**src/hw/rtl/bbb_pkg.sv**
```systemverilog
package bbb_pkg;

	localparam int SYM_W   = 16;
	localparam int PRICE_W = 24;
	localparam int VOL_W   = 20;
	localparam int LEN_W   = 7;
	localparam int MULT_W  = 11;
	localparam int CFG_W   = 20;
	localparam int CIDX_W  = 2;

	localparam logic [LEN_W-1:0]  LEN_RESET  = 7'd20;
	localparam logic [MULT_W-1:0] MULT_RESET = 11'd512;
	localparam logic [VOL_W-1:0]  TVOL_RESET = 20'd1;

	// Configuration register indexes.
	localparam logic [CIDX_W-1:0] REG_SYMBOL = 2'd0;
	localparam logic [CIDX_W-1:0] REG_LENGTH = 2'd1;
	localparam logic [CIDX_W-1:0] REG_MULT   = 2'd2;
	localparam logic [CIDX_W-1:0] REG_TVOL   = 2'd3;

	typedef enum logic [1:0] {
		ORD_BUY   = 2'd0,
		ORD_SELL  = 2'd1,
		ORD_SHORT = 2'd2,
		ORD_COVER = 2'd3
	} order_kind_t;

	typedef struct packed {
		order_kind_t              kind;
		logic [PRICE_W-1:0]       price;
		logic [VOL_W-1:0]         volume;
		logic                     last;
	} order_t;

	// Outcome of the band test for one bar.
	typedef struct packed {
		logic done;
		logic hit;
		logic up;
	} verdict_t;

endpackage

```
**src/hw/rtl/bbb_outq.sv**
```systemverilog
module bbb_outq (
	input  logic            clk,
	input  logic            arst_n,
	input  logic            push,
	input  logic            push_two,
	input  bbb_pkg::order_t push_e0,
	input  bbb_pkg::order_t push_e1,
	output logic            push_ready,
	output logic            out_valid,
	input  logic            out_ready,
	output bbb_pkg::order_t head
);

	logic [1:0]      cnt_q;
	bbb_pkg::order_t ent0_q, ent1_q;
	logic            pop;

	assign pop        = out_valid && out_ready;
	assign push_ready = (cnt_q == 2'd0);
	assign out_valid  = (cnt_q != 2'd0);
	assign head       = ent0_q;

	always_ff @(posedge clk or negedge arst_n) begin
		if (!arst_n) begin
			cnt_q <= 2'd0;
		end else if (push) begin
			cnt_q <= push_two ? 2'd2 : 2'd1;
		end else if (pop) begin
			cnt_q <= cnt_q - 2'd1;
		end
	end

	always_ff @(posedge clk) begin
		if (push) begin
			ent0_q <= push_e0;
			ent1_q <= push_e1;
		end else if (pop) begin
			ent0_q <= ent1_q;
		end
	end

endmodule

```
**config.mk**
```make
export PLATFORM = sky130hd
export DESIGN_NAME = bbb_outq
export DESIGN_NICKNAME = d
export VERILOG_FILES = /design/src/hw/rtl/bbb_pkg.sv /design/src/hw/rtl/bbb_outq.sv
export SDC_FILE = /design/constraint.sdc
export NUM_CORES = 1
export LEC_CHECK = 0
export BUFFER_PORTS_ARGS = -buffer_cell sky130_fd_sc_hd__clkbuf_2
export CAP_MARGIN = 15
export CORE_ASPECT_RATIO = 1.75
export CORE_MARGIN = 2
export CORE_UTILIZATION = 45
export DETAILED_ROUTE_END_ITERATION = 16
export PLACE_DENSITY = 0.73
export SLEW_MARGIN = 20
export SYNTH_ARGS = -nofsm -noshare
export SYNTH_HDL_FRONTEND = slang
export SYNTH_SLANG_ARGS = --single-unit
```
**constraint.sdc**
```tcl
create_clock -name clk -period 3.4 [get_ports clk]
set_clock_uncertainty 0.15 [all_clocks]
set_input_delay 0 -clock clk [delete_from_list [all_inputs] [get_ports clk]]
set_output_delay 0 -clock clk [all_outputs]
set_load 0.005 [all_outputs]
```
==> impl_metrics.env <==
export IMPL_yosys_warnings=0
export IMPL_ir_drop_v=0.000362
export IMPL_fill_cells=467
export IMPL_multi_input_comb_area_um2=602
export IMPL_vias=2416
export IMPL_path_clk_slew_ns=0.06
export IMPL_critPathRequiredTime_ns=3.52
export IMPL_post_cts_buffers=0
export IMPL_dp_cells=395
export IMPL_first_iter_violations=185
export IMPL_cts_resized=0
export IMPL_endpoint_kind="flip-flop"
export IMPL_drt_total_wl_mm=8.64
export IMPL_syn_inst=162
export IMPL_worstReg2RegStart="cnt_q[0]$_DFFE_PN0P_"
export IMPL_syn_nets=262
export IMPL_core_um2=7570
export IMPL_synthFlopType="edfxtp_1"
export IMPL_synth_xor_area_share_pct=0
export IMPL_grt_ovfl_total=0
export IMPL_ys_ff_latch=96
export IMPL_worstHoldPathType="input port to flip-flop"
export IMPL_antenna_left=0
export IMPL_crit_chain="inv_1 -> ha_1 -> or4b_1 -> o311ai_1 -> dlygate4sd3_1"
export IMPL_drc=0
export IMPL_synth_fa_ha_area_share_pct=0.355
export IMPL_crit_path_max_fanout=3
export IMPL_cts_tree="yes"
export IMPL_powerDensity_nw_per_um2=504
export IMPL_status="finished, final reports clean"
export IMPL_die_x_um=70.9
export IMPL_grt_start_max_net_pins=75
export IMPL_gp_congestion=0.748
export IMPL_rsz0062_at_grt="no"
export IMPL_synth_edf_count=94
export IMPL_layout_cells_non_filler=511
export IMPL_yosysMostFrequentCell="edfxtp_1"
export IMPL_fin_crit_ns=2.09
export IMPL_synth_compound_area_share_pct=0.497
export IMPL_wl_per_cell_um=16.9
export IMPL_crit_path_max_incr_delay_ns=0.59
export IMPL_ctsRootBufferMaster="clkbuf_16"
export IMPL_synthArstFlopShare_pct=2.08
export IMPL_setup_viol=0
export IMPL_final_nets=517
export IMPL_firstDrtPassIters=4
export IMPL_slew_limit_headroom_pct=42.4
export IMPL_synth_top_family_by_area="multiplexers"
export IMPL_synth_cell_types=14
export IMPL_setup_tns_ns=0
export IMPL_criticalPathCategory="flip-flop to flip-flop"
export IMPL_clk_latency_ns=0.33
export IMPL_via_per_inst=4.73
export IMPL_cap_violations=0
export IMPL_cts_buffers=9
export IMPL_fin_crit_sh_pct=61.4
export IMPL_critical_path_slowest_cell="dlygate4sd3_1"
export IMPL_hold_violations=0
export IMPL_die_y_um=121
export IMPL_grt_pass1_vias=2671
export IMPL_critPathBufInv=2
export IMPL_worstMarginPinSlew_ns=0.864
export IMPL_regArea_um2=2870
export IMPL_max_freq_mhz=479
export IMPL_p_leak_nw=2.38
export IMPL_avgSynthCellArea_um2=21.8
export IMPL_grt_first_pass_wirelength_mm=13.0
export IMPL_synth_area_leader_cell="edfxtp_1"
export IMPL_holdWs_ns=0.160
export IMPL_synth_seq_area_share_pct=81.5
export IMPL_synth_mux_area_share_pct=15.0
export IMPL_syn_to_final_growth_pct=60.9
export IMPL_synthTopCellsByArea="edfxtp_1 (80%), mux2_2 (15%), dfrtp_1 (1.4%), buf_2 (0.71%), or4b_1 (0.57%)"
export IMPL_worst_ep_arrival_time_ns=2.21
export IMPL_dp_slack_ns=1.55
export IMPL_maxSlewViolCount=0
export IMPL_worstHoldStart="push"
export IMPL_io_pins=148
export IMPL_dieArea_um2=8590
export IMPL_clkSinkCount=96
export IMPL_hpwl_mm=5.04
export IMPL_start_util_pct=46.6
export IMPL_synth_area_um2=3530
export IMPL_finalWorstSetupSlack_ns=1.31
export IMPL_port_buffers=147
export IMPL_yosys_area_share_simple_pct=1.21
export IMPL_floorplan_rows=42
export IMPL_start_kind="flip-flop"
export IMPL_drive_gt1_share_pct=50.5
export IMPL_crit_family="buffers and inverters"
export IMPL_startpoint="cnt_q[0]$_DFFE_PN0P_"
export IMPL_synthDominantCellAreaShare_pct=80.1
export IMPL_synth_common_cells="edfxtp_1 (94), mux2_2 (47), buf_2 (5)"
export IMPL_grt_total_usage_pct=21.0
export IMPL_antenna_found_initial=1
export IMPL_clockBufferDepth=2
export IMPL_h_tree_depth=3
[power breakdown]
part	switching (W)	leakage, nW	internal (W)	total [W]
Clock	0.000404	0.154	0.000637	0.00104
Combinational	0.000139	1.27	0.000212	0.000351
Sequential	0.0000330	0.957	0.00144	0.00147
Total	0.000576	2.38	0.00229	0.00286
[final timing paths]
| path | to | slack, ns | cells after the start |
|---|---|---|---|
| max | cnt_q[1]$_DFFE_PN0P_ | 1.31 | 5 |
| min | ent1_q[6]$_DFFE_PP_ | 0.16 | 1 |
| max reg2reg | cnt_q[1]$_DFFE_PN0P_ | 1.31 | 5 |
| min reg2reg | head[34]$_DFFE_PP_ | 0.40 | 1 |
| max in group asynchronous | cnt_q[1]$_DFFE_PN0P_ | 2.58 | 3 |
| min in group asynchronous | cnt_q[0]$_DFFE_PN0P_ | 0.38 | 3 |
[routing by layer]
layer | track usage [%] | up-vias | share of wire [%]
met4 | 11.6 | 0 | 4.0
met1 | 21.0 | 1139 | 34
li1 | - | 1153 | -
met3 | 5.73 | 25 | 5.2
met5 | 0 | - | 0
met2 | 38.1 | 99 | 57
[cell usage in the layout (no fill, tap or decap)]
| cell type | synthesis | layout |
|---|---|---|
| inv_1 | 4 | 4 |
| diode_2 | 0 | 1 |
| nand2b_1 | 1 | 1 |
| o311ai_1 | 1 | 1 |
| dlygate4sd3_1 | 0 | 99 |
| nand2_1 | 1 | 1 |
| clkinv_2 | 0 | 2 |
| edfxtp_1 | 94 | 94 |
| ha_1 | 1 | 1 |
| or4b_1 | 2 | 2 |
| mux2_2 | 47 | 47 |
| nor2b_1 | 1 | 1 |
| or2_2 | 1 | 1 |
| dfrtp_1 | 2 | 2 |
| clkbuf_16 | 0 | 9 |
| clkbuf_2 | 0 | 146 |
| clkinv_1 | 0 | 2 |
| o221ai_1 | 1 | 1 |
| clkinv_4 | 0 | 1 |
| buf_4 | 0 | 5 |
| bufinv_16 | 0 | 2 |
[final cells by class]
| type | instances | area share (%) |
|---|---|---|
| Clock buffer | 9 | 3.97 |
| Tap cell | 88 | 1.94 |
| Clock inverter | 7 | 1.52 |
| Sequential cell | 96 | 50.6 |
| Inverter | 4 | 0.265 |
| Multi-Input combinational cell | 56 | 10.6 |
| Timing Repair Buffer | 250 | 31.0 |
| Antenna cell | 1 | 0.0441 |
[sequential cells by signal (all words and copies together), names as in the netlist]
signal and flops:
head 47, cnt_q 2, ent1_q 47
[stage by stage]
step           instance area, um^2  total power (W)  util, %
3_3_place_gp                  4370          0.00174     57.7
2_1_floorplan                 3530          0.00159        -
6_report                      5670          0.00286     75.0
4_1_cts                       5670          0.00288     74.9
5_1_grt                       5670          0.00296     75.0
3_5_place_dp                  4370          0.00175     57.7
[kinds of logic after synthesis]
group,Yosys count
flops,96
mux,47
buf+inv,10
simple gates,6
compound gates,2
fa+ha+maj,1
[what timing repair did]
item,CTS,global route
endpoints found under the setup margin,0,0
hold endpoints to repair,98,0
hold buffers,99,0
Power figures use the tool's default switching activity.
