[src/hw/rtl/bbb_ram.sv]
module bbb_ram #(
	parameter int WIDTH = 24,
	parameter int DEPTH = 64
) (
	input  logic                     clk,
	input  logic                     we,
	input  logic [$clog2(DEPTH)-1:0] waddr,
	input  logic [WIDTH-1:0]         wdata,
	input  logic                     re,
	input  logic [$clog2(DEPTH)-1:0] raddr,
	output logic [WIDTH-1:0]         rdata
);

	logic [WIDTH-1:0] mem [DEPTH];

	always_ff @(posedge clk) begin
		if (we) begin
			mem[waddr] <= wdata;
		end
		if (re) begin
			rdata <= mem[raddr];
		end
	end

endmodule

[config.mk]
export PLATFORM = sky130hd
export DESIGN_NAME = bbb_ram
export DESIGN_NICKNAME = d
export VERILOG_FILES = /design/src/hw/rtl/bbb_ram.sv
export SDC_FILE = /design/constraint.sdc
export NUM_CORES = 1
export LEC_CHECK = 0
export BUFFER_PORTS_ARGS = -buffer_cell sky130_fd_sc_hd__buf_2
export CORE_ASPECT_RATIO = 1.2
export CORE_MARGIN = 2
export CORE_UTILIZATION = 45
export CTS_BUF_LIST = sky130_fd_sc_hd__clkbuf_8
export CTS_CLUSTER_SIZE = 10
export DETAILED_ROUTE_END_ITERATION = 12
export PLACE_DENSITY = 0.64
export SLEW_MARGIN = 20
export SYNTH_ARGS = -nofsm -noshare
export SYNTH_HDL_FRONTEND = slang
export SYNTH_SLANG_ARGS = --single-unit
[constraint.sdc]
create_clock -name clk -period 5.5 [get_ports clk]
set_input_delay 0.55 -clock clk [delete_from_list [all_inputs] [get_ports clk]]
set_output_delay 0.55 -clock clk [all_outputs]
set_load 0.05 [all_outputs]
==> summary.md, run 1 <==
The logs give 0.845 for the global placement routability congestion and 135000 um^2 for the overall die area. The number of maximum-capacitance violations came out at 0. The final setup violation count came out at 0.

Summed over all layers, the global routing overflow is 0. Measured along the y axis, the die boundary spans 402 um. Traced cell by cell, the critical path runs through buf_8, buf_4, mux4_2, nand2_1, nand2_1, o22ai_1, o21ai_1. The tree built by TritonCTS fans out to 1560 sinks.

The max-slew violation count was 0; the worst-case reg-to-reg path depth was 4. The count of boundary I/O pins is 63. Grouping stages by cell kind, the critical path spends the most delay in buffers and inverters.

The starting utilization of the core area was 45.2%; the depth of the worst hold-timing path was 2. The min-delay analysis places its worst path in the category in -> reg. The clock passes through at most 3 buffers.

The pin count of the biggest net entering global routing was 99; the cell total after placement was 4408. After synthesis, the largest area contributor takes up 78.7% of total cell area. The routed via count came out at 28710. Hold timing on the final database bottoms out at a slack of 175 ps.

Data on the critical path is required at its endpoint by 6150 ps. The areal power density over the cells was 346 nW/um^2. After floorplanning, the core was divided into 146 placement rows. TritonCTS built the clock tree.

The initial antenna violation count was 15; the clock transition at the register clock pins on the worst setup and hold paths after CTS was 60 ps. Port buffering added 62 buffers. In the synthesized netlist, the number of instances is 2610. The final layout contains 2897 nets. The H-tree generated during clock tree synthesis spans 4 levels. For this run, asynchronously set or reset flops after synthesis account for 0%. After synthesis the cells add up to 59500 um^2. TritonCTS created 224 clock buffers. The first-pass GRT wire length is 212000 um, and the routed via count divided by cell count is 5.95.

After the flow finishes, the layout carries non-filler instances totaling 4829. The number of failing hold endpoints at the final stage was 0; the clock insertion delay at the later pin of the skew report was 930 ps. The first-pass detailed-route iteration total was 6. By instance count, the cell type seen most on the critical path is sky130_fd_sc_hd__nand2_1. Once detailed placement completed, the half-perimeter wirelength came to 86200 um. The run gives 0 as the count of yosys warnings during synthesis.

The run gives 29635 as the via count of the first global-routing pass. For the setup clock skew after layout, the log shows 37.7 ps. The placeable core area came out at 132000 um^2. The number of nets in the synthesized netlist is 2649. The worst setup path is launched from an input port. The final period utilization came out at 51.3%. The number of register bits inferred by synthesis works out to 1560. The logs give 50.5% for the fraction of the core area covered by cells at the end of the flow and 39 for the number of distinct library cells after synthesis. Global routing used 22.1% of the available tracks across all layers. STA puts the critical path data arrival time at 3470 ps. The smallest setup slack after layout is 2680 ps. In the final layout, the share of cells above drive strength 1 is 30.3%.

The average size of a mapped cell works out to 22.8 um^2. The smallest clock period supported by the final layout is computed as 2820 ps. STA classifies the critical path endpoint as a flop. For the aggregate routed wire length, the log shows 147000 um. The run finished with clean final reports. The maximum ir drop on the vdd rail was 270 uV; the logic depth of the worst path, buffers included was 7. OpenSTA, run right after detailed placement, puts the worst setup slack at 1690 ps.

The slew of the pin with the lowest slew margin works out to 1080 ps. The detail route stage leaves a number of antenna-violating nets equal to 0. In this run the static leakage power is 0.0209 uW.

Derived from the worst setup path, the maximum achievable clock frequency is 0.354 GHz. Setup repair after global routing left no endpoint under its margin. After clock tree synthesis, the flow added hold-fix buffers numbering 0. After detailed routing, the number of remaining DRC violations is 0. Summed over all failing endpoints, the final setup total negative slack is 0 ps. The most used flip-flop cell after synthesis is sky130_fd_sc_hd__edfxtp_1. The logs give 3460 for the violation count after the first detailed-route iteration and 10187 for the fill cell instance count of the final layout. The number of enable flip-flop cells after synthesis came out at 1560. The kind of critical path is in -> reg. The slowest stage cell on the critical path was sky130_fd_sc_hd__buf_4. The layout overhead on the synthesized area was 11.8%. Cell at the root of the clock tree: sky130_fd_sc_hd__clkbuf_8.

The number of buffers and inverters on the critical path is 2. The total of cells resized after clock tree synthesis was 0; the largest fanout of any net on the critical path was 70. The average routed wire per standard cell came out at 30.5 um. The largest single stage delay on the critical path is 770 ps. The number of setup buffers added after CTS is 0. Sequential cells were found to cover 78.7% of the synthesized design area. The relative max-transition margin is 28.1%. The cell taking the most area after synthesis was sky130_fd_sc_hd__edfxtp_1.

In the post-synthesis netlist, the biggest area contributors are sky130_fd_sc_hd__edfxtp_1, sky130_fd_sc_hd__mux4_2, sky130_fd_sc_hd__mux2i_1. Measured along the x axis, the die boundary spans 336 um.
[cell usage after synthesis, drive strengths merged (6+ instances only)]
library cell	n
nand2b	6
a21oi	22
edfxtp	1560
nand3	20
a221oi	52
buf	97
clkbuf	45
o21a	13
nor2b	9
mux2i	95
a22oi	29
a31oi	13
o22ai	53
or3	10
o21ai	18
mux4	355
and3	16
mux2	53
nor2	80
nand2	36
[worst paths after layout]
| check | start | end | slack (ps) |
|---|---|---|---|
| setup reg to reg | mem[31][0] | rdata[0] | 3300 |
| hold / removal | waddr[2] | mem[49][17] | 170 |
| hold reg to reg | mem[36][20] | rdata[20] | 930 |
| setup / recovery | raddr[0] | rdata[0] | 2680 |
[cells in the final DEF, fill, tap and decap left out, drive strengths merged, types with 18 or more instances in the layout]
cell,instances
nand2,36
clkbuf,226
clkinv,112
buf,164
nand3,20
a22oi,29
edfxtp,1560
a221oi,52
a21oi,22
o22ai,53
o21ai,18
mux2i,95
mux4,355
inv,72
nor2,80
mux2,53
[cells by family (layout without fill, tap and decap cells)]
logic type,after synthesis,count (layout),synth area share [%]
simple gates,196,196,1.55
flops,1560,1560,78.7
mux,503,503,16.0
buf+inv,144,583,1.31
other cells,0,4,0
compound gates,207,207,2.43
[registers in the layout (all words and copies together) (netlist names)]
signal / count
mem: 1536
rdata: 24
[stage by stage]
stage	instance area (um^2)	total power (uW)
after floorplan	59500	14200
after global placement	62400	14700
after detailed placement	62400	14700
after CTS	66500	23200
after global routing	66500	23700
final	66600	23000
[per-layer routing]
metal  routed length [um]  global-route usage [%]
met1                56700                    29.0
met2                74000                    36.6
met3                12000                    4.80
met4                 4750                    7.91
met5                   96                       0
[worst reg2reg max path: cells and delay by family, from the launching register on]
family / cells / cell delay [ps]
AOI/OAI and AO/OA: 2 / 700
DFF: 1 / 370
muxes: 2 / 860
[layout make-up]
type                    count  area (um^2)  share of cell area (%)
flip-flops and latches   1560        46800                    70.4
multi-input cells         906        12100                    18.2
clock buffers             226         3110                    4.67
well taps                1776         2220                    3.34
repair buffers            164         1200                    1.80
clock inverters           191         1040                    1.56
inverters                   2         10.0                  0.0150
diodes                      4         10.0                  0.0150
[where the power goes]
part | internal, uW | switching (uW) | total [uW] | leakage (uW)
logic | 423 | 818 | 1240 | 0.00454
clock network | 4180 | 4350 | 8530 | 0.00236
registers | 13200 | 48.9 | 13200 | 0.0141
total | 17800 | 5220 | 23000 | 0.0209
No activity file was read; power rests on OpenSTA's default activity.
==> run 2, diff against run 1 <==
--- a/config.mk
+++ b/config.mk
@@ -12,7 +12,7 @@
 export CTS_BUF_LIST = sky130_fd_sc_hd__clkbuf_8
 export CTS_CLUSTER_SIZE = 10
 export DETAILED_ROUTE_END_ITERATION = 12
-export PLACE_DENSITY = 0.64
+export PLACE_DENSITY = 0.66
 export SLEW_MARGIN = 20
 export SYNTH_ARGS = -nofsm -noshare
 export SYNTH_HDL_FRONTEND = slang
==> constraint.sdc (replaced) <==
create_clock -name clk -period 2.55 [get_ports clk]
set_input_delay 0.255 -clock clk [delete_from_list [all_inputs] [get_ports clk]]
set_output_delay 0.255 -clock clk [all_outputs]
set_load 0.05 [all_outputs]
==> run 2 against run 1 <==
- setup slack worse by 2500 ps
- power grew 120%
- clock power up 110%
- register-to-register slack lost 3100 ps
- critical endpoint is now rdata[21]
- largest cell class unchanged
- highest routed layer unchanged
==> summary.md, run 2 (synthesis results as in run 1) <==
Flop-to-flop setup slack: 190 ps (-3110 ps). The largest registers in the layout are mem x1536, rdata x24. The tools report the number of maximum-capacitance violations as 0 (unchanged). The top cell types in the final layout, fill and taps aside, are sky130_fd_sc_hd__edfxtp_1, sky130_fd_sc_hd__mux4_2, sky130_fd_sc_hd__clkbuf_8.

For the aggregate routed wire length, the log shows 150000 um (+1.6%). The worst register-to-register path ends at rdata[21]. The final setup violation count is 0 (unchanged). Horizontal extent of the die: 336 um (unchanged). The fraction of final layout cells with drive strength greater than 1 was 33.0% (+2.8 points).

The cell total after placement was 4562 (+3.5%). The startpoint identified for the worst register-to-register timing path is mem[5][21]. STA classifies the critical path startpoint as a flop.

The logs give 3 (unchanged) for the maximum clock path buffer count and 3230 ps (-2920 ps) for the required time at the worst-slack endpoint. The initial antenna violation count was 12 (-3). The top register by number of flip-flops is mem. Highest layer used for signal routing: met5. For this run, the top clock speed supported by timing is 0.424 GHz. The leftover overflow at the end of global routing came out at 0 (unchanged). The routed via count divided by cell count was 5.94 (about the same); the sink count of the clock tree was 1560 (unchanged). The run gives 30923 (+4.3%) as the via count of the first global-routing pass.

The tools report the fill cell instance count of the final layout as 10051 (-1.3%). Clock tree synthesis selected as its root buffer the cell sky130_fd_sc_hd__clkbuf_8. Area occupied by registers: 46800 um^2 (unchanged). Final cell area excluding filler cells: 68500 um^2 (+3.0%).

The path with the worst hold slack has its endpoint at mem[47][3]. The logs give 4 (unchanged) for the depth of the CTS H-tree and 216000 um (+1.9%) for the first-pass GRT wire length. The starting utilization of the core area is 45.2% (unchanged), and the final period utilization is 92.4%.

The total number of nets in the final design is 3073 (+6.1%), and the total of cells resized after clock tree synthesis is 0 (unchanged). The area of the multi-input gates was 12100 um^2 (-0.21%). The total routing resource utilization after global routing is 22.4% (+0.33 points).

Setup repair after global routing left no endpoint under its margin. The routed length on met3 came out at 12000 um (+0.69%). The depth of the worst hold-timing path came out at 1 (-1). The origin of the worst min-delay path was wdata[3]. The number of cell rows was 146 (unchanged); the setup TNS was 0 ps (unchanged). The logs give 0 (unchanged) for the number of DRC violations after detailed routing and 56400 um (-0.44%) for the sum of routed wire segments on met1.

The worst-case reg-to-reg path depth works out to 7 (+3). The worst path in the final design needs a cycle of 2360 ps, including I/O delays and setup. The relative max-transition margin is 32.7% (+4.6 points). The flow ran to the end, and the final reports show no timing, DRC or antenna violations. The setup path with the least slack is of type reg -> reg. The tools report the first-pass detailed-route iteration total as 5 (-1). The chip height is 402 um (unchanged), and the clock transition at the register clock pins on the worst setup and hold paths after CTS is 70 ps (about the same). The total clock buffers created by CTS came out at 221 (-1.3%). The number of failing hold endpoints at the final stage is 0 (unchanged). Total length of routed met2 wires: 75600 um (+2.2%). The overall die area was 135000 um^2 (unchanged); the cell leakage power was 0.0220 uW (+5.1%). The smallest setup slack after layout was 194 ps (-2480 ps); the number of flip-flops under the largest register name was 1536 (unchanged). The number of input and output port buffers inserted was 62 (unchanged). The worst-case hold slack came out at 75.1 ps (-99.7 ps). The average routed wire per standard cell was 30.1 um (-1.6%). Max-slew violation count: 0 (unchanged).

The commonest non-fill, non-tap cell in the layout is sky130_fd_sc_hd__edfxtp_1. The pre-CTS worst setup slack is -404 ps (-2090 ps), and the data arrival time of the worst path is 3040 ps (-430 ps). For the global placement routability congestion, the log shows 0.821 (-2.8%). TritonCTS built the clock tree.

The areal power density over the cells came out at 724 nW/um^2 (+110%). For the cell area reported after detailed placement, the log shows 64200 um^2 (+3.0%). The type of destination of the critical path was a flop. The logs give 4986 (+3.3%) for the non-filler instance count after layout and 930 ps (about the same) for the clock insertion delay at the later pin of the skew report. The tightest min-delay check is of the in -> reg type. The logs give 29622 (+3.2%) for the routed via count and 132000 um^2 (unchanged) for the placeable core area. The run gives 63 (unchanged) as the count of boundary I/O pins. The largest fanout of any net on the critical path is 1 (-99%).

The slew of the pin with the lowest slew margin was 1010 ps (-66.8 ps); the violation count after the first detailed-route iteration was 3447 (-0.38%). The pin count of the biggest net entering global routing is 65 (-34%), and the maximum ir drop on the vdd rail is 602 uV (+120%). The half-perimeter wire length after placement is 93200 um (+8.2%). The setup clock skew after layout came out at 43.0 ps (+5.37 ps).

Layout overhead on the synthesized area: 15.1%. The number of nets with antenna violations after routing came out at 0 (unchanged).
[run 2: critical path: stages, from the launching register on]
cell,delay (ps)
sky130_fd_sc_hd__edfxtp_1,370
sky130_fd_sc_hd__mux4_2,480
sky130_fd_sc_hd__mux2_2,300
sky130_fd_sc_hd__o22ai_1,380
sky130_fd_sc_hd__buf_4,190
sky130_fd_sc_hd__a221oi_1,50
sky130_fd_sc_hd__buf_4,180
sky130_fd_sc_hd__o21a_1,160
[run 2: worst max-delay path by stage]
stage | slack (ps) | cells after the start | to | start
floorplan | -10 | 4 | mem[39][0] | waddr[5]
global placement | -230 | 9 | rdata[15] | raddr[0]
detailed placement | -400 | 8 | rdata[10] | raddr[0]
CTS | 170 | 7 | rdata[21] | mem[5][21]
global route | 150 | 7 | rdata[21] | mem[23][21]
finish | 190 | 7 | rdata[21] | mem[5][21]
[run 2: area by class of cell]
cell class / instances / share of cell area, %
clock buffer: 222 / 4.46
timing repair buffer: 343 / 4.84
inverter: 2 / 0.0110
tap: 1776 / 3.24
clock inverter: 172 / 1.43
multi-input combinational: 906 / 17.6
sequential: 1560 / 68.4
antenna: 5 / 0.0183
[run 2: power breakdown]
group	internal (uW)	switching, uW
clock	8940	9190
combinational	1140	1800
sequential	28400	82.9
[run 2: what timing repair did]
item                                   4_1_cts  5_1_grt
hold buffers                                23        2
endpoints found under the hold margin      580      128
buffers inserted                             0        0
[run 2: routing by layer]
layer  track usage, %  vias up
li1                 -    12034
met1             28.8    15823
met2             37.6     1464
met3             4.75      291
met4             8.58       10
met5                0        -
[run 2: per-stage QoR]
stage,power (uW),util (%)
after global placement,31900,48.8
final,49600,52.0
after CTS,49900,52.0
after global routing,51200,52.0
after detailed placement,32000,48.8
after floorplan,30600,-
